**src/rtl/core/mte_pkg.sv**
```systemverilog
package mte_pkg;

    typedef enum logic [2:0] {
        REQ_NIL   = 3'd0,
        REQ_BOOL  = 3'd1,
        REQ_SINT  = 3'd2,
        REQ_UINT  = 3'd3,
        REQ_STR   = 3'd4,
        REQ_ARRAY = 3'd5,
        REQ_FLT   = 3'd6,
        REQ_BYTE  = 3'd7
    } t_req_type;

    // Number of big-endian value bytes that follow the marker.
    typedef enum logic [2:0] {
        NSEL_0 = 3'd0,
        NSEL_1 = 3'd1,
        NSEL_2 = 3'd2,
        NSEL_4 = 3'd3,
        NSEL_8 = 3'd4
    } t_nsel;

    localparam logic [7:0] MK_NIL     = 8'hC0;
    localparam logic [7:0] MK_FALSE   = 8'hC2;
    localparam logic [7:0] MK_TRUE    = 8'hC3;
    localparam logic [7:0] MK_BIN8    = 8'hC4;
    localparam logic [7:0] MK_BIN16   = 8'hC5;
    localparam logic [7:0] MK_BIN32   = 8'hC6;
    localparam logic [7:0] MK_FLOAT64 = 8'hCB;
    localparam logic [7:0] MK_UINT8   = 8'hCC;
    localparam logic [7:0] MK_UINT16  = 8'hCD;
    localparam logic [7:0] MK_UINT32  = 8'hCE;
    localparam logic [7:0] MK_UINT64  = 8'hCF;
    localparam logic [7:0] MK_INT8    = 8'hD0;
    localparam logic [7:0] MK_INT16   = 8'hD1;
    localparam logic [7:0] MK_INT32   = 8'hD2;
    localparam logic [7:0] MK_INT64   = 8'hD3;
    localparam logic [7:0] MK_FIXSTR  = 8'hA0;
    localparam logic [7:0] MK_STR8    = 8'hD9;
    localparam logic [7:0] MK_STR16   = 8'hDA;
    localparam logic [7:0] MK_STR32   = 8'hDB;
    localparam logic [7:0] MK_FIXARR  = 8'h90;
    localparam logic [7:0] MK_ARR16   = 8'hDC;
    localparam logic [7:0] MK_ARR32   = 8'hDD;
    localparam logic [7:0] MK_BIN_TAG = 8'h03;

    typedef struct packed {
        logic u_7f;       // value <= 0x7F
        logic u_ff;       // value <= 0xFF
        logic u_ffff;     // value <= 0xFFFF
        logic u_32;       // value fits in 32 bits
        logic neg_e0;     // value >= -32
        logic neg_80;     // value >= -128
        logic neg_8000;   // value >= -32768
        logic neg_32;     // value >= -2^31
        logic l_0f;       // length <= 15
        logic l_1f;       // length <= 31
        logic l_ff;       // length <= 0xFF
        logic l_ffff;     // length <= 0xFFFF
        logic l1_ff;      // saturated length + 1 <= 0xFF
        logic l1_ffff;    // saturated length + 1 <= 0xFFFF
    } t_flags;

    typedef struct packed {
        t_req_type   req_type;
        logic [63:0] value;
        logic [31:0] length;
        logic [31:0] len_inc;
        logic        is_name;
        logic [7:0]  data_byte;
        t_flags      flags;
    } t_s1;

    typedef struct packed {
        logic [7:0]  hdr;
        t_nsel       nsel;
        logic [63:0] word;
        logic        trailer;
    } t_s2;

    typedef struct packed {
        logic [71:0] bytes;   // left aligned, first byte in the top lane
        logic [3:0]  cnt;     // 1 to 9 bytes
    } t_s3;

endpackage

```
**src/rtl/core/mte_classify.sv**
```systemverilog
module mte_classify (
    input  logic        i_clk,
    input  logic        i_rst_n,
    input  logic        i_valid,
    output logic        o_ready,
    input  logic [2:0]  i_req_type,
    input  logic [63:0] i_value,
    input  logic [31:0] i_length,
    input  logic        i_is_name,
    input  logic [7:0]  i_data_byte,
    output logic        o_valid,
    output mte_pkg::t_s1 o_beat,
    input  logic        i_ready
);
    import mte_pkg::*;

    logic   r_valid;
    t_s1    r_beat;
    t_s1    n_beat;

    assign o_ready = !r_valid || i_ready;
    assign o_valid = r_valid;
    assign o_beat  = r_beat;

    always_comb begin
        n_beat.req_type  = t_req_type'(i_req_type);
        n_beat.value     = i_value;
        n_beat.length    = i_length;
        n_beat.len_inc   = (i_length == 32'hFFFF_FFFF) ? i_length : i_length + 32'd1;
        n_beat.is_name   = i_is_name;
        n_beat.data_byte = i_data_byte;

        n_beat.flags.u_7f     = (i_value[63:7] == '0);
        n_beat.flags.u_ff     = (i_value[63:8] == '0);
        n_beat.flags.u_ffff   = (i_value[63:16] == '0);
        n_beat.flags.u_32     = (i_value[63:32] == '0);
        n_beat.flags.neg_e0   = (i_value[63:5] == '1);
        n_beat.flags.neg_80   = (i_value[63:7] == '1);
        n_beat.flags.neg_8000 = (i_value[63:15] == '1);
        n_beat.flags.neg_32   = (i_value[63:31] == '1);
        n_beat.flags.l_0f     = (i_length[31:4] == '0);
        n_beat.flags.l_1f     = (i_length[31:5] == '0);
        n_beat.flags.l_ff     = (i_length[31:8] == '0);
        n_beat.flags.l_ffff   = (i_length[31:16] == '0);
        n_beat.flags.l1_ff    = (i_length[31:8] == '0) && (i_length[7:0] != 8'hFF);
        n_beat.flags.l1_ffff  = (i_length[31:16] == '0) && (i_length[15:0] != 16'hFFFF);
    end

    always_ff @(posedge i_clk) begin
        if (!i_rst_n) begin
            r_valid <= 1'b0;
        end else if (o_ready) begin
            r_valid <= i_valid;
        end
    end

    always_ff @(posedge i_clk) begin
        if (o_ready && i_valid) begin
            r_beat <= n_beat;
        end
    end

endmodule

```
**src/rtl/core/mte_select.sv**
```systemverilog
module mte_select (
    input  logic         i_clk,
    input  logic         i_rst_n,
    input  logic         i_valid,
    output logic         o_ready,
    input  mte_pkg::t_s1 i_beat,
    output logic         o_valid,
    output mte_pkg::t_s2 o_beat,
    input  logic         i_ready
);
    import mte_pkg::*;

    logic   r_valid;
    t_s2    r_beat;
    t_s2    n_beat;
    t_flags f;
    logic   use_unsigned;

    assign o_ready = !r_valid || i_ready;
    assign o_valid = r_valid;
    assign o_beat  = r_beat;
    assign f       = i_beat.flags;

    always_comb begin
        n_beat.hdr     = MK_NIL;
        n_beat.nsel    = NSEL_0;
        n_beat.word    = i_beat.value;
        n_beat.trailer = 1'b0;
        use_unsigned   = 1'b0;

        unique case (i_beat.req_type)
            REQ_NIL: begin
                n_beat.hdr = MK_NIL;
            end
            REQ_BOOL: begin
                n_beat.hdr = i_beat.value[0] ? MK_TRUE : MK_FALSE;
            end
            REQ_SINT: begin
                if (!i_beat.value[63]) begin
                    use_unsigned = 1'b1;
                end else if (f.neg_e0) begin
                    n_beat.hdr = i_beat.value[7:0];
                end else if (f.neg_80) begin
                    n_beat.hdr  = MK_INT8;
                    n_beat.nsel = NSEL_1;
                end else if (f.neg_8000) begin
                    n_beat.hdr  = MK_INT16;
                    n_beat.nsel = NSEL_2;
                end else if (f.neg_32) begin
                    n_beat.hdr  = MK_INT32;
                    n_beat.nsel = NSEL_4;
                end else begin
                    n_beat.hdr  = MK_INT64;
                    n_beat.nsel = NSEL_8;
                end
            end
            REQ_UINT: begin
                use_unsigned = 1'b1;
            end
            REQ_STR: begin
                if (i_beat.is_name) begin
                    n_beat.word = {32'd0, i_beat.length};
                    if (f.l_1f) begin
                        n_beat.hdr = MK_FIXSTR | {3'd0, i_beat.length[4:0]};
                    end else if (f.l_ff) begin
                        n_beat.hdr  = MK_STR8;
                        n_beat.nsel = NSEL_1;
                    end else if (f.l_ffff) begin
                        n_beat.hdr  = MK_STR16;
                        n_beat.nsel = NSEL_2;
                    end else begin
                        n_beat.hdr  = MK_STR32;
                        n_beat.nsel = NSEL_4;
                    end
                end else begin
                    n_beat.word    = {32'd0, i_beat.len_inc};
                    n_beat.trailer = 1'b1;
                    if (f.l1_ff) begin
                        n_beat.hdr  = MK_BIN8;
                        n_beat.nsel = NSEL_1;
                    end else if (f.l1_ffff) begin
                        n_beat.hdr  = MK_BIN16;
                        n_beat.nsel = NSEL_2;
                    end else begin
                        n_beat.hdr  = MK_BIN32;
                        n_beat.nsel = NSEL_4;
                    end
                end
            end
            REQ_ARRAY: begin
                n_beat.word = {32'd0, i_beat.length};
                if (f.l_0f) begin
                    n_beat.hdr = MK_FIXARR | {4'd0, i_beat.length[3:0]};
                end else if (f.l_ffff) begin
                    n_beat.hdr  = MK_ARR16;
                    n_beat.nsel = NSEL_2;
                end else begin
                    n_beat.hdr  = MK_ARR32;
                    n_beat.nsel = NSEL_4;
                end
            end
            REQ_FLT: begin
                n_beat.hdr  = MK_FLOAT64;
                n_beat.nsel = NSEL_8;
            end
            REQ_BYTE: begin
                n_beat.hdr = i_beat.data_byte;
            end
        endcase

        if (use_unsigned) begin
            if (f.u_7f) begin
                n_beat.hdr = i_beat.value[7:0];
            end else if (f.u_ff) begin
                n_beat.hdr  = MK_UINT8;
                n_beat.nsel = NSEL_1;
            end else if (f.u_ffff) begin
                n_beat.hdr  = MK_UINT16;
                n_beat.nsel = NSEL_2;
            end else if (f.u_32) begin
                n_beat.hdr  = MK_UINT32;
                n_beat.nsel = NSEL_4;
            end else begin
                n_beat.hdr  = MK_UINT64;
                n_beat.nsel = NSEL_8;
            end
        end
    end

    always_ff @(posedge i_clk) begin
        if (!i_rst_n) begin
            r_valid <= 1'b0;
        end else if (o_ready) begin
            r_valid <= i_valid;
        end
    end

    always_ff @(posedge i_clk) begin
        if (o_ready && i_valid) begin
            r_beat <= n_beat;
        end
    end

endmodule

```
**src/rtl/core/mte_format.sv**
```systemverilog
module mte_format (
    input  logic         i_clk,
    input  logic         i_rst_n,
    input  logic         i_valid,
    output logic         o_ready,
    input  mte_pkg::t_s2 i_beat,
    output logic         o_valid,
    output mte_pkg::t_s3 o_beat,
    input  logic         i_ready
);
    import mte_pkg::*;

    logic        r_valid;
    t_s3         r_beat;
    t_s3         n_beat;
    logic [63:0] aligned;
    logic [63:0] w;

    assign o_ready = !r_valid || i_ready;
    assign o_valid = r_valid;
    assign o_beat  = r_beat;
    assign w       = i_beat.word;

    // Left align the value bytes under the marker; a bin header gets its
    // type byte right after the length.
    always_comb begin
        aligned = '0;
        n_beat.cnt = 4'd1;
        unique case (i_beat.nsel)
            NSEL_0: begin
                aligned    = '0;
                n_beat.cnt = 4'd1;
            end
            NSEL_1: begin
                aligned    = i_beat.trailer ? {w[7:0], MK_BIN_TAG, 48'd0} : {w[7:0], 56'd0};
                n_beat.cnt = i_beat.trailer ? 4'd3 : 4'd2;
            end
            NSEL_2: begin
                aligned    = i_beat.trailer ? {w[15:0], MK_BIN_TAG, 40'd0} : {w[15:0], 48'd0};
                n_beat.cnt = i_beat.trailer ? 4'd4 : 4'd3;
            end
            NSEL_4: begin
                aligned    = i_beat.trailer ? {w[31:0], MK_BIN_TAG, 24'd0} : {w[31:0], 32'd0};
                n_beat.cnt = i_beat.trailer ? 4'd6 : 4'd5;
            end
            NSEL_8: begin
                aligned    = w;
                n_beat.cnt = 4'd9;
            end
            default: begin
                aligned    = '0;
                n_beat.cnt = 4'd1;
            end
        endcase
        n_beat.bytes = {i_beat.hdr, aligned};
    end

    always_ff @(posedge i_clk) begin
        if (!i_rst_n) begin
            r_valid <= 1'b0;
        end else if (o_ready) begin
            r_valid <= i_valid;
        end
    end

    always_ff @(posedge i_clk) begin
        if (o_ready && i_valid) begin
            r_beat <= n_beat;
        end
    end

endmodule

```
**src/rtl/core/mte_serialize.sv**
```systemverilog
module mte_serialize (
    input  logic         i_clk,
    input  logic         i_rst_n,
    input  logic         i_valid,
    output logic         o_ready,
    input  mte_pkg::t_s3 i_beat,
    output logic         o_valid,
    output logic [7:0]   o_out_byte,
    output logic         o_last,
    input  logic         i_stall
);
    import mte_pkg::*;

    logic        r_valid;
    logic        r_last;
    logic [71:0] r_buf;
    logic [3:0]  r_cnt;
    logic        out_fire;

    assign out_fire   = r_valid && !i_stall;
    // Take the next token when empty or as the last byte leaves.
    assign o_ready    = !r_valid || (out_fire && r_last);
    assign o_valid    = r_valid;
    assign o_out_byte = r_buf[71:64];
    assign o_last     = r_last;

    always_ff @(posedge i_clk) begin
        if (!i_rst_n) begin
            r_valid <= 1'b0;
        end else if (o_ready) begin
            r_valid <= i_valid;
        end
    end

    always_ff @(posedge i_clk) begin
        if (o_ready && i_valid) begin
            r_buf  <= i_beat.bytes;
            r_cnt  <= i_beat.cnt;
            r_last <= (i_beat.cnt == 4'd1);
        end else if (out_fire && !r_last) begin
            r_buf  <= {r_buf[63:0], 8'd0};
            r_cnt  <= r_cnt - 4'd1;
            r_last <= (r_cnt == 4'd2);
        end
    end

endmodule

```
**src/rtl/core/msgpack_token_encoder.sv**
```systemverilog
// MessagePack token encoder. Each input beat carries one token (nil, bool,
// signed or unsigned integer, float64, string header, array header or one
// payload byte) and produces its MessagePack encoding as a run of output
// beats, one byte per beat, most significant byte first, with o_last set on
// the final byte of the token. Integers take the smallest fixint, uint or int
// form. A name string (i_is_name high) gets a plain str header; a value string
// gets a bin header over length plus one (saturating at 0xFFFFFFFF) followed
// by the type byte 0x03. Only headers are emitted for strings and arrays; the
// caller sends the string bytes as payload-byte tokens and the elements as
// tokens of their own. A token leaves as one output beat per byte, 1 to 9
// bytes in all; the byte serializer at the end of the pipe shifts them out,
// so payload bytes and other one-byte tokens stream at one beat per cycle
// while i_stall is low. An accepted token passes the classify, select,
// format and serialize registers in that order before its first byte shows
// on the output. The block keeps no state between tokens and has no
// configuration.
module msgpack_token_encoder (
    input  logic        i_clk,
    input  logic        i_rst_n,
    input  logic        i_valid,
    output logic        o_stall,
    input  logic [2:0]  i_req_type,
    input  logic [63:0] i_value,
    input  logic [31:0] i_length,
    input  logic        i_is_name,
    input  logic [7:0]  i_data_byte,
    output logic        o_valid,
    input  logic        i_stall,
    output logic [7:0]  o_out_byte,
    output logic        o_last
);
    import mte_pkg::*;

    logic s1_ready;
    logic s1_valid;
    t_s1  s1_beat;
    logic s2_ready;
    logic s2_valid;
    t_s2  s2_beat;
    logic s3_ready;
    logic s3_valid;
    t_s3  s3_beat;
    logic s4_ready;

    // Hold the input side whenever the first stage cannot advance.
    assign o_stall = !s1_ready;

    // Stage 1: register the token with its range compares and length + 1.
    mte_classify u_classify (
        .i_clk       (i_clk),
        .i_rst_n     (i_rst_n),
        .i_valid     (i_valid),
        .o_ready     (s1_ready),
        .i_req_type  (i_req_type),
        .i_value     (i_value),
        .i_length    (i_length),
        .i_is_name   (i_is_name),
        .i_data_byte (i_data_byte),
        .o_valid     (s1_valid),
        .o_beat      (s1_beat),
        .i_ready     (s2_ready)
    );

    // Stage 2: pick the marker byte and how many value bytes follow.
    mte_select u_select (
        .i_clk   (i_clk),
        .i_rst_n (i_rst_n),
        .i_valid (s1_valid),
        .o_ready (s2_ready),
        .i_beat  (s1_beat),
        .o_valid (s2_valid),
        .o_beat  (s2_beat),
        .i_ready (s3_ready)
    );

    // Stage 3: pack marker, value bytes and bin type byte into one word.
    mte_format u_format (
        .i_clk   (i_clk),
        .i_rst_n (i_rst_n),
        .i_valid (s2_valid),
        .o_ready (s3_ready),
        .i_beat  (s2_beat),
        .o_valid (s3_valid),
        .o_beat  (s3_beat),
        .i_ready (s4_ready)
    );

    // Stage 4: shift the word out a byte per beat; it doubles as the
    // output register, so the pipe keeps filling while a byte waits.
    mte_serialize u_serialize (
        .i_clk      (i_clk),
        .i_rst_n    (i_rst_n),
        .i_valid    (s3_valid),
        .o_ready    (s4_ready),
        .i_beat     (s3_beat),
        .o_valid    (o_valid),
        .o_out_byte (o_out_byte),
        .o_last     (o_last),
        .i_stall    (i_stall)
    );

endmodule

```
**config.mk**
```make
export PLATFORM = sky130hd
export DESIGN_NAME = msgpack_token_encoder
export DESIGN_NICKNAME = d
export VERILOG_FILES = /design/src/rtl/core/mte_pkg.sv /design/src/rtl/core/mte_classify.sv /design/src/rtl/core/mte_select.sv /design/src/rtl/core/mte_format.sv /design/src/rtl/core/mte_serialize.sv /design/src/rtl/core/msgpack_token_encoder.sv
export SDC_FILE = /design/constraint.sdc
export NUM_CORES = 1
export LEC_CHECK = 0
export BUFFER_PORTS_ARGS = -buffer_cell sky130_fd_sc_hd__buf_2
export CAP_MARGIN = 25
export CORE_UTILIZATION = 45
export CTS_BUF_LIST = sky130_fd_sc_hd__clkbuf_2 sky130_fd_sc_hd__clkbuf_4 sky130_fd_sc_hd__clkbuf_8
export CTS_CLUSTER_DIAMETER = 50
export DETAILED_ROUTE_END_ITERATION = 10
export SYNTH_ARGS = -nofsm -noshare
export SYNTH_HDL_FRONTEND = slang
export SYNTH_SLANG_ARGS = --single-unit
```
**constraint.sdc**
```tcl
create_clock -name i_clk -period 9.2 [get_ports i_clk]
set_clock_uncertainty 0.15 [all_clocks]
set_input_delay 0.46 -clock i_clk [delete_from_list [all_inputs] [get_ports i_clk]]
set_output_delay 0.46 -clock i_clk [all_outputs]
set_load 0.1 [all_outputs]
```
After elaboration in Yosys (flattened, before gate mapping)
Index checks and enable logic that the tools add are counted.
{ "totals": {"regBits": 387, "elab_cells": 128} }
{ "op_classes": {"n_addsub": 2, "eq_ne": 20, "n_mux": 44, "reduce_logical": 29} }
{ "ops": {"columns": ["op", "n"], "rows": [
  ["64-bit case mux with 4 select lines", 1],
  ["72-bit 2-to-1 mux", 2],
  ["64-bit case mux with 2 select lines", 1],
  ["75-bit 2-to-1 mux", 1],
  ["59-bit == test, second input constant", 1],
  ["57-bit == test, second input constant", 1],
  ["57-bit zero test", 1],
  ["56-bit zero test", 1],
  ["50-bit 2-to-1 mux", 1],
  ["49-bit == test, second input constant", 1],
  ["48-bit zero test", 1],
  ["8-bit case mux with 6 select lines", 1],
  ["11-bit 2-to-1 mux", 4],
  ["42-bit 2-to-1 mux", 1],
  ["33-bit == test, second input constant", 1],
  ["32-bit by 1-bit adder with 32-bit output, second input constant", 1],
  ["32-bit == test, second input constant", 1],
  ["32-bit zero test", 1],
  ["32-bit 2-to-1 mux", 1],
  ["28-bit zero test", 1],
  ["27-bit zero test", 1],
  ["26-bit 2-to-1 mux", 1],
  ["5-bit 2-to-1 mux", 5],
  ["24-bit zero test", 1],
  ["22 further kinds", 63]
]} }

Depth between registers and ports, before layout
Gate-level depths: netlist (run 1).
{ "logic_depth": {"word_depth": 8, "mapped_depth": 7, "mapped_depth_nobuf": 6} }

Hierarchy
A second synthesis (run 1) with hierarchy kept.
{ "unflattened": {"cells_unflattened": 1048, "area_unflattened_um2": 16412.0} }
{ "modules_own_cells": {"columns": ["mod", "n_inst", "cells_each", "area_each_um2"], "rows": [
  ["mte_classify", 1, 332, 5890.6],
  ["mte_select", 1, 305, 3722.3],
  ["mte_serialize", 1, 192, 3485.8],
  ["mte_format", 1, 218, 3309.4],
  ["msgpack_token_encoder", 1, 1, 3.8]
]} }

Least setup slack after synthesis (run 1)
OpenSTA, ideal clock, no wires.
{ "synth_timing": {"path_kind": "reg2reg", "from": "register u_serialize.r_last, in the netlist u_serialize.o_last", "to": "register u_classify.r_beat, in the netlist u_classify.o_beat[0], enable pin", "arrival_ps": 8690, "t_required_ps": 8366, "slack_ps": -325, "path_stages_with_launch": 6, "n_path_buf": 0, "cell_sequence": "edfxtp_1 -> inv_1 -> o21a_1 -> nand3_1 -> nor2_1 -> nor2b_1"} }
{ "synth_via": {"elab_chain_len": 6} }
{ "synth_rtl": {"columns": ["item", "line_no", "rtl"], "rows": [
  ["start, declared", "mte_serialize.sv:15", "logic r_last;"],
  ["start signal, assigned", "mte_serialize.sv:39", "r_last <= (i_beat.cnt == 4'd1);"],
  ["start signal, assigned", "mte_serialize.sv:43", "r_last <= (r_cnt == 4'd2);"],
  ["1-bit logical AND", "mte_serialize.sv:22", "assign o_ready = !r_valid || (out_fire && r_last);"],
  ["1-bit logical OR", "mte_serialize.sv:22", null],
  ["1-bit logical OR", "mte_format.sv:19", "assign o_ready = !r_valid || i_ready;"],
  ["1-bit logical OR", "mte_select.sv:19", "assign o_ready = !r_valid || i_ready;"],
  ["1-bit logical OR", "mte_classify.sv:21", "assign o_ready = !r_valid || i_ready;"],
  ["1-bit logical AND", "mte_classify.sv:58", "if (o_ready && i_valid) begin"],
  ["end signal, assigned", "mte_classify.sv:59", "r_beat <= n_beat;"],
  ["end, declared", "mte_classify.sv:18", "t_s1 r_beat;"]
]} }
Every way passes these cells.
A chain may end at the register's enable or synchronous reset.

Worst setup path after layout (run 1)
{ "layout_timing": {"from": "register u_serialize.r_last, in the netlist u_serialize.o_last", "to": "output port o_stall"} }
{ "layout_via": {"elab_chain_len": 6} }
{ "layout_rtl": {"columns": ["item", "line_no", "rtl"], "rows": [
  ["1-bit logical AND", "mte_serialize.sv:22", null],
  ["1-bit logical OR", "mte_serialize.sv:22", null],
  ["1-bit logical OR", "mte_format.sv:19", null],
  ["1-bit logical OR", "mte_select.sv:19", null],
  ["1-bit logical OR", "mte_classify.sv:21", null],
  ["1-bit zero test", "msgpack_token_encoder.sv:46", "assign o_stall = !s1_ready;"],
  ["end, declared", "msgpack_token_encoder.sv:21", "output logic o_stall,"]
]} }
Every way passes these cells.

==> reports/summary.txt, run 1 <==
R2R cell count -> 5
Routed WL per cell -> 18.89 µm
Die Ht -> 191.0 µm
Reg-to-reg endpoint -> u_format.o_beat[57]
Final setup fails -> 0
Status -> finished clean
Number of global-route vias before repair -> 10030
Syn Std Cell Area -> 16070 µm²
Rows -> 68
Later-pin clock latency in the skew report -> 0.59 ns
Pwr Density -> 195.0 nW/µm²
Leading area contributor after synthesis -> edfxtp_1
Yosys Warn Count -> 0
Max-slew headroom -> 0.3335
Setup repair after global routing missed its margin -> false
Seq pwr share -> 0.565
1st-iter DRT viols -> 713
DR DRC count -> 0
Initial antenna violation count -> 0
Largest net degree at the start of global routing -> 155
Syn Area/Cell -> 13.56 µm²
Seq/Total Area, Yosys -> 0.7206
Worst setup path class -> flip-flop to primary output
Global route overflow -> 0
Switching pwr -> 0.8533 mW
Core Area -> 34800 µm²
Clock power share -> 0.357
TritonCTS buffer count -> 59
Drt via density -> 5.276
Post-synthesis net count -> 1300
Crit path launch type -> flip-flop
Mapped Cells -> 1185
CTS Sinks -> 387
Top cell type's share of synthesized area -> 0.7157
CTS resizes -> 0
Worst Tran Pin Value -> 0.9997 ns
Endpoints failing hold -> 0
Clock root buffer -> clkbuf_8
Number of synthesized flops with an enable pin -> 383
Post-DP Area -> 17150 µm²
First-pass GRT wire length -> 56130 µm
Top-level port count -> 123
Nets -> 1543
Setup TNS -> 0 ns
Die X -> 191.0 µm
# Max-Cap Violations -> 0
Fin crit period -> 2.887 ns
Pleak -> 7.083 nW
Worst-path fanout max -> 7
Clock buffer depth -> 3
Net Sw Frac -> 0.2257
ANT cells -> 0
Fin. max-slew vios -> 0
Worst VDD drop -> 0.1149 mV
All-layer global routing usage -> 0.2029
Area Growth Syn to Fin -> 20.66%
Primary FF master, synth -> edfxtp_1
Comb power frac -> 0.078
R2R Setup Slk -> 6.43 ns
Worst Hold Class -> input pin to flip-flop
Largest cells by area after synthesis -> edfxtp_1, nand2_1, mux2i_1, and2_1, o21ai_0
Unique masters post-synth -> 52
Pre-antenna DRT Iters -> 5
Layout cell share with drive strength beyond 1 -> 0.1678
Critical Path RT -> 8.59 ns
CP startpoint -> u_serialize.o_last
Critical Path AT -> 2.28 ns
Post-route ant nets -> 0
Clock-pin transition on the worst setup and hold timing paths -> 0.06 ns
Max Fclk -> 346.4 MHz
Async S/R FF share, synth -> 0
CTS H-Tree Depth -> 2
Cell Int Power -> 2.928 mW
CTS tree -> yes
FF-to-FF Start -> u_select.o_beat[65]
Total number of vias -> 10170
HPWL after DPL -> 23400 µm
Die footprint -> 36470 µm²
Final period util -> 0.3138
Crit path capture -> o_stall
Port buffer count -> 122
Flops & latches, synth -> 387
Kind of end point of the critical path -> primary output
Fin area -> 19390 µm²
Starting density of the core -> 0.4618
Routability cong. -> 0.9109
DRT Wirelength -> 36400 µm
==> cell usage after synthesis, types with 2 or more instances <==
library cell,n
o21a_1,3
nand3_1,17
mux2i_1,50
o32ai_1,4
buf_2,5
buf_4,8
and3_1,10
o211ai_1,3
clkbuf_1,43
buf_1,3
ha_1,3
xnor2_1,20
o32a_1,2
a22o_1,18
nor2b_1,15
edfxtp_1,383
nor4_1,26
nor3_1,9
o221ai_1,4
and4_1,3
a21o_1,2
nand2b_1,10
inv_1,13
nand2_1,262
o22ai_1,11
a21boi_0,3
nor2_1,32
xor2_1,13
or3_1,3
o31ai_1,2
o21ai_0,51
a21oi_1,21
a22oi_1,10
nand4_1,27
a31oi_1,4
and2_1,73
dfxtp_1,4
==> power by group through the flow <==
stage,clock network [mW],logic (mW),registers (mW)
after floorplan,0,0.163,2.14
after global placement,0,0.252,2.17
after detailed placement,0,0.256,2.17
after CTS,1.39,0.291,2.13
after global routing,1.46,0.322,2.14
final,1.35,0.294,2.14
==> worst max-delay path, stage by stage (launching register included) <==
cell      delay (ns)
edfxtp_1        0.39
inv_1           0.09
o21a_1          0.38
nand3_1         0.16
nor2_2          0.21
buf_2           0.46
==> logic make-up (layout without fill, tap and decap cells) <==
| kind of cell | after synthesis | count (layout) | share of synthesized area |
|---|---|---|---|
| compound gates | 142 | 142 | 0.05792 |
| xor+xnor | 33 | 33 | 0.01799 |
| fa+ha+maj | 3 | 3 | 0.002336 |
| buf+inv | 72 | 359 | 0.01907 |
| flops | 387 | 387 | 0.7206 |
| mux | 51 | 51 | 0.03208 |
| simple gates | 497 | 497 | 0.1500 |
==> flip-flops by register name (all words and copies together) (netlist names) <==
name / flops
u_select.o_valid: 1
u_serialize.r_cnt: 4
u_classify.o_beat: 154
u_format.o_valid: 1
u_select.o_beat: 76
u_serialize.r_buf: 72
u_classify.o_valid: 1
u_serialize.o_valid: 1
u_serialize.o_last: 1
u_format.o_beat: 76
==> layer usage <==
metal	up-vias	GRT usage	share of wire
met5	-	0	0
li1	4865	-	-
met1	4834	0.2705	0.43
met3	97	0.03617	0.059
met2	371	0.3246	0.47
met4	0	0.09169	0.038
==> area by class of cell <==
class / instances / area [µm²]
Clock buffer: 85 / 1020
Clock inverter: 20 / 108.9
Fill cell: 2794 / 15410
Inverter: 13 / 48.80
Multi-Input combinational cell: 726 / 4253
Sequential cell: 387 / 11580
Tap cell: 455 / 569.3
Timing Repair Buffer: 241 / 1810
==> through the flow <==
step	worst slack [ns]	hold slack [ns]	utilization	power (mW)	instances
after floorplan	1.549	0.2503	-	2.306	1185
after global placement	6.470	0.2564	0.4926	2.422	1712
after detailed placement	6.442	0.2545	0.4930	2.427	1713
after CTS	6.250	0.01474	0.5565	3.811	1926
after global routing	6.164	0.02296	0.5572	3.924	1927
final	6.313	0.06680	0.5572	3.781	1927
==> worst min path at each step <==
stage / start / to / slack [ns] / cells past startpoint
CTS: i_length[20] / u_classify.o_beat[75] / 0.01 / 1
finish: i_length[20] / u_classify.o_beat[75] / 0.07 / 1
global route: i_length[18] / u_classify.o_beat[73] / 0.02 / 1
floorplan: u_select.o_beat[68] / u_format.o_beat[68] / 0.25 / 0
detailed placement: u_select.o_beat[71] / u_format.o_beat[71] / 0.25 / 0
global placement: u_select.o_beat[70] / u_format.o_beat[70] / 0.26 / 0
==> layout by cell type, fill, tap and decap left out, drive strengths merged, types with 19 or more instances in the layout <==
cell type,instances
a21oi,21
and2,73
buf,133
clkbuf,85
clkinv,19
dlygate4sd3,108
edfxtp,383
mux2i,50
nand2,262
nand4,29
nor2,32
nor4,27
o21ai,51
xnor2,20
==> timing repair <==
action	in CTS	in global routing
setup endpoints to repair	0	0
endpoints found under the hold margin	109	0
hold buffers	108	0
setup buffers	0	0
Power figures use the tool's default switching activity.
==> run 2, diff against run 1 <==
- ABC_AREA: unset -> 1
- clock period: 9.2 -> 2.9 ns (I/O delays scaled with it)
==> run 2 against run 1 <==
Effect of this change: area after synthesis is 5.3% higher; sequential power grew to 3.1 times the previous value; first-iteration DRC count is 24% higher; critical endpoint unchanged; highest routed layer unchanged.
==> reports/summary.txt, run 2 <==
All-layer global routing usage -> 0.2499 (+0.04695)
Fin. max-slew vios -> 0 (unchanged)
1st-iter DRT viols -> 884 (+24%)
Critical path buffer and inverter count -> 3 (+1)
Pre-antenna DRT Iters -> 5 (unchanged)
Final setup fails -> 0 (unchanged)
Worst-path fanout max -> 4 (-3)
Status -> finished clean
Worst VDD drop -> 0.3229 mV (+180%)
Mapped Cells -> 1636 (+38%)
Top-count cell post-synth -> nand2_1
Slowest CP cell -> buf_2
Async S/R FF share, synth -> 0 (unchanged)
Port buffer count -> 122 (unchanged)
Max Fclk -> 457.7 MHz
Layout cell share with drive strength beyond 1 -> 0.1426 (-0.02523)
Number of synthesized flops with an enable pin -> 383 (unchanged)
Primary FF master, synth -> edfxtp_1
First-pass GRT wire length -> 70990 µm (+26%)
Critical Path RT -> 2.61 ns (-5.98 ns)
# Max-Cap Violations -> 0 (unchanged)
Die Ht -> 195.9 µm (+2.6%)
Max FFs per register -> 154 (unchanged)
Drt via density -> 5.132 (-2.7%)
Crit path launch type -> flip-flop
Pleak -> 8.338 nW (+18%)
R2R cell count -> 8 (+3)
Area Growth Syn to Fin -> 21.82%
DRT Wirelength -> 47090 µm (+29%)
Routability cong. -> 0.9473 (+4.0%)
Unique masters post-synth -> 37 (-29%)
Clock buffer depth -> 3 (unchanged)
Flops & latches, synth -> 387 (unchanged)
Worst setup path class -> flip-flop to primary output
CP dominant cell by count -> nand2_2
Leading area contributor after synthesis -> edfxtp_1
Setup repair after global routing missed its margin -> false
Yosys Warn Count -> 0 (unchanged)
CTS Sinks -> 387 (unchanged)
Global route overflow -> 0 (unchanged)
Largest net degree at the start of global routing -> 75 (-52%)
Post-synthesis net count -> 1751 (+35%)
Routed WL per cell -> 19.42 µm (+2.8%)
Die footprint -> 38370 µm² (+5.2%)
Rows -> 70 (+2.9%)
Postcts setup bufs -> 0 (unchanged)
Worst Tran Pin Value -> 0.7476 ns (-0.2520 ns)
Hold path startpoint -> i_value[0]
DR DRC count -> 0 (unchanged)
Top-level port count -> 123 (unchanged)
Total number of vias -> 12450 (+22%)
Initial antenna violation count -> 0 (unchanged)
Clock-pin transition on the worst setup and hold timing paths -> 0.05 ns (about the same)
R2R Setup Slk -> 0.79 ns (-5.64 ns)
Final Non-Filler Cells -> 2425 (+26%)
Fin util -> 0.5602 (+0.002929)
Reg-to-reg endpoint -> u_select.o_beat[4]
Critical Path AT -> 1.89 ns (-0.39 ns)
DP Cell Count -> 2201 (+28%)
Commonest non-fill, non-tap cells in the layout -> nand2_1, edfxtp_1, nor2_1
Later-pin clock latency in the skew report -> 0.60 ns (about the same)
Fin Hold WS -> 0.09440 ns (+0.02760 ns)
Max-slew headroom -> 0.5016 (+0.1680)
HPWL after DPL -> 34200 µm (+46%)
Endpoints failing hold -> 0 (unchanged)
Syn Area/Cell -> 10.34 µm² (-24%)
FF-to-FF Start -> u_classify.o_beat[152]
Pwr Density -> 609.4 nW/µm² (+210%)
TritonCTS buffer count -> 67 (+14%)
Synth top cells by count -> nand2_1, edfxtp_1, nor2_1
Crit-path max cell delay -> 0.44 ns (-0.02 ns)
WP depth -> 6 (+1)
Fin crit period -> 2.185 ns
Starting density of the core -> 0.4598 (-0.001985)
Worst-path cell chain -> inv_2 -> nand2_2 -> nand2_2 -> nand4_1 -> inv_1 -> buf_2
CTS tree -> yes
Final period util -> 0.7535
Top cell type's share of synthesized area -> 0.6799 (-0.03573)
ANT cells -> 0 (unchanged)
Post-route ant nets -> 0 (unchanged)
Fillers -> 3252 (+16%)
Clock root buffer -> clkbuf_8
Die X -> 195.9 µm (+2.6%)
Commonest non-fill, non-tap cell in the layout -> nand2_1
Largest cells by area after synthesis -> edfxtp_1, nand2_1, nor2_1, inv_1, nand3_1
Number of global-route vias before repair -> 12190 (+22%)
CP startpoint -> u_serialize.o_last
Crit path capture -> o_stall
Top delay family on crit path -> buffers and inverters
CTS H-Tree Depth -> 3 (+1)
Nets -> 2029 (+31%)
Syn Std Cell Area -> 16910 µm² (+5.3%)
Core Area -> 36790 µm² (+5.7%)
Worst Hold Class -> input pin to flip-flop
Seq/Total Area, Yosys -> 0.6847 (-0.03598)
Kind of end point of the critical path -> primary output
run 2: cell count changes in the layout (fill, tap and decap cells not counted), moves of 18 or more:
cell     before  now
nand2_1     262  537
nor4_1       26    0
and2_1       73    1
nand3_1      17   87
a22o_1       18    0
inv_1        13  168
mux2i_1      50    0
nor2_1       30  213
run 2: stage by stage:
stage | cell area (µm²) | power, mW | setup slack [ns] | TNS [ns]
2_1_floorplan | 16960 | 7.192 | -1.800 | -285.23
5_1_grt | 20610 | 13.02 | 0.5882 | 0
3_5_place_dp | 18180 | 7.627 | 0.7560 | 0
4_1_cts | 20610 | 12.67 | 0.6610 | 0
6_report | 20610 | 12.56 | 0.7150 | 0
3_3_place_gp | 18180 | 7.621 | 0.7997 | 0
run 2: cell families after synthesis:
logic type | after synthesis | synth area share
DFF | 387 | 0.6847
xor gates and xnor gates | 6 | 0.003107
AOI/OAI and AO/OA | 105 | 0.03802
buffers and inverters | 228 | 0.05415
adders and majority gates | 3 | 0.002219
and+or+nand+nor | 907 | 0.2178
run 2: report_power, final:
group / leakage (nW) / switching (mW) / internal [mW] / total, mW
Clock: 0.678 / 2.16 / 2.76 / 4.92
Combinational: 4.02 / 0.660 / 0.356 / 1.02
Sequential: 3.64 / 0.127 / 6.49 / 6.62
Total: 8.34 / 2.94 / 9.61 / 12.6
run 2: cell type report:
cell class,instances,area (µm²),share of cell area
clock buffer,92,1122,0.05447
inverter,179,679.4,0.03297
timing repair buffer,258,1999,0.09703
sequential,387,11580,0.5621
multi-input combinational,1021,4456,0.2162
clock inverter,20,181.4,0.008804
tap,468,585.6,0.02842
run 2: metal layers:
metal / up-vias / global-route usage / share of wire
li1: 6035 / - / -
met1: 5885 / 0.3218 / 0.43
met2: 436 / 0.4231 / 0.49
met3: 90 / 0.04349 / 0.055
met4: 0 / 0.09375 / 0.028
met5: - / 0 / 0
run 2: how the worst min path moves through the flow:
stage                             end  slack [ns]  depth (start not counted)
5_1_grt         u_classify.o_beat[89]        0.08                          2
3_3_place_gp    u_classify.o_beat[88]        0.17                          1
3_5_place_dp    u_classify.o_beat[89]        0.17                          1
4_1_cts         u_classify.o_beat[87]        0.05                          2
6_report        u_classify.o_beat[87]        0.09                          2
2_1_floorplan  u_classify.o_beat[100]        0.09                          0
run 2: repair_timing:
action / 4_1_cts / 5_1_grt
hold buffers: 112 / 0
resized for setup: 0 / 0
hold endpoints to repair: 178 / 0
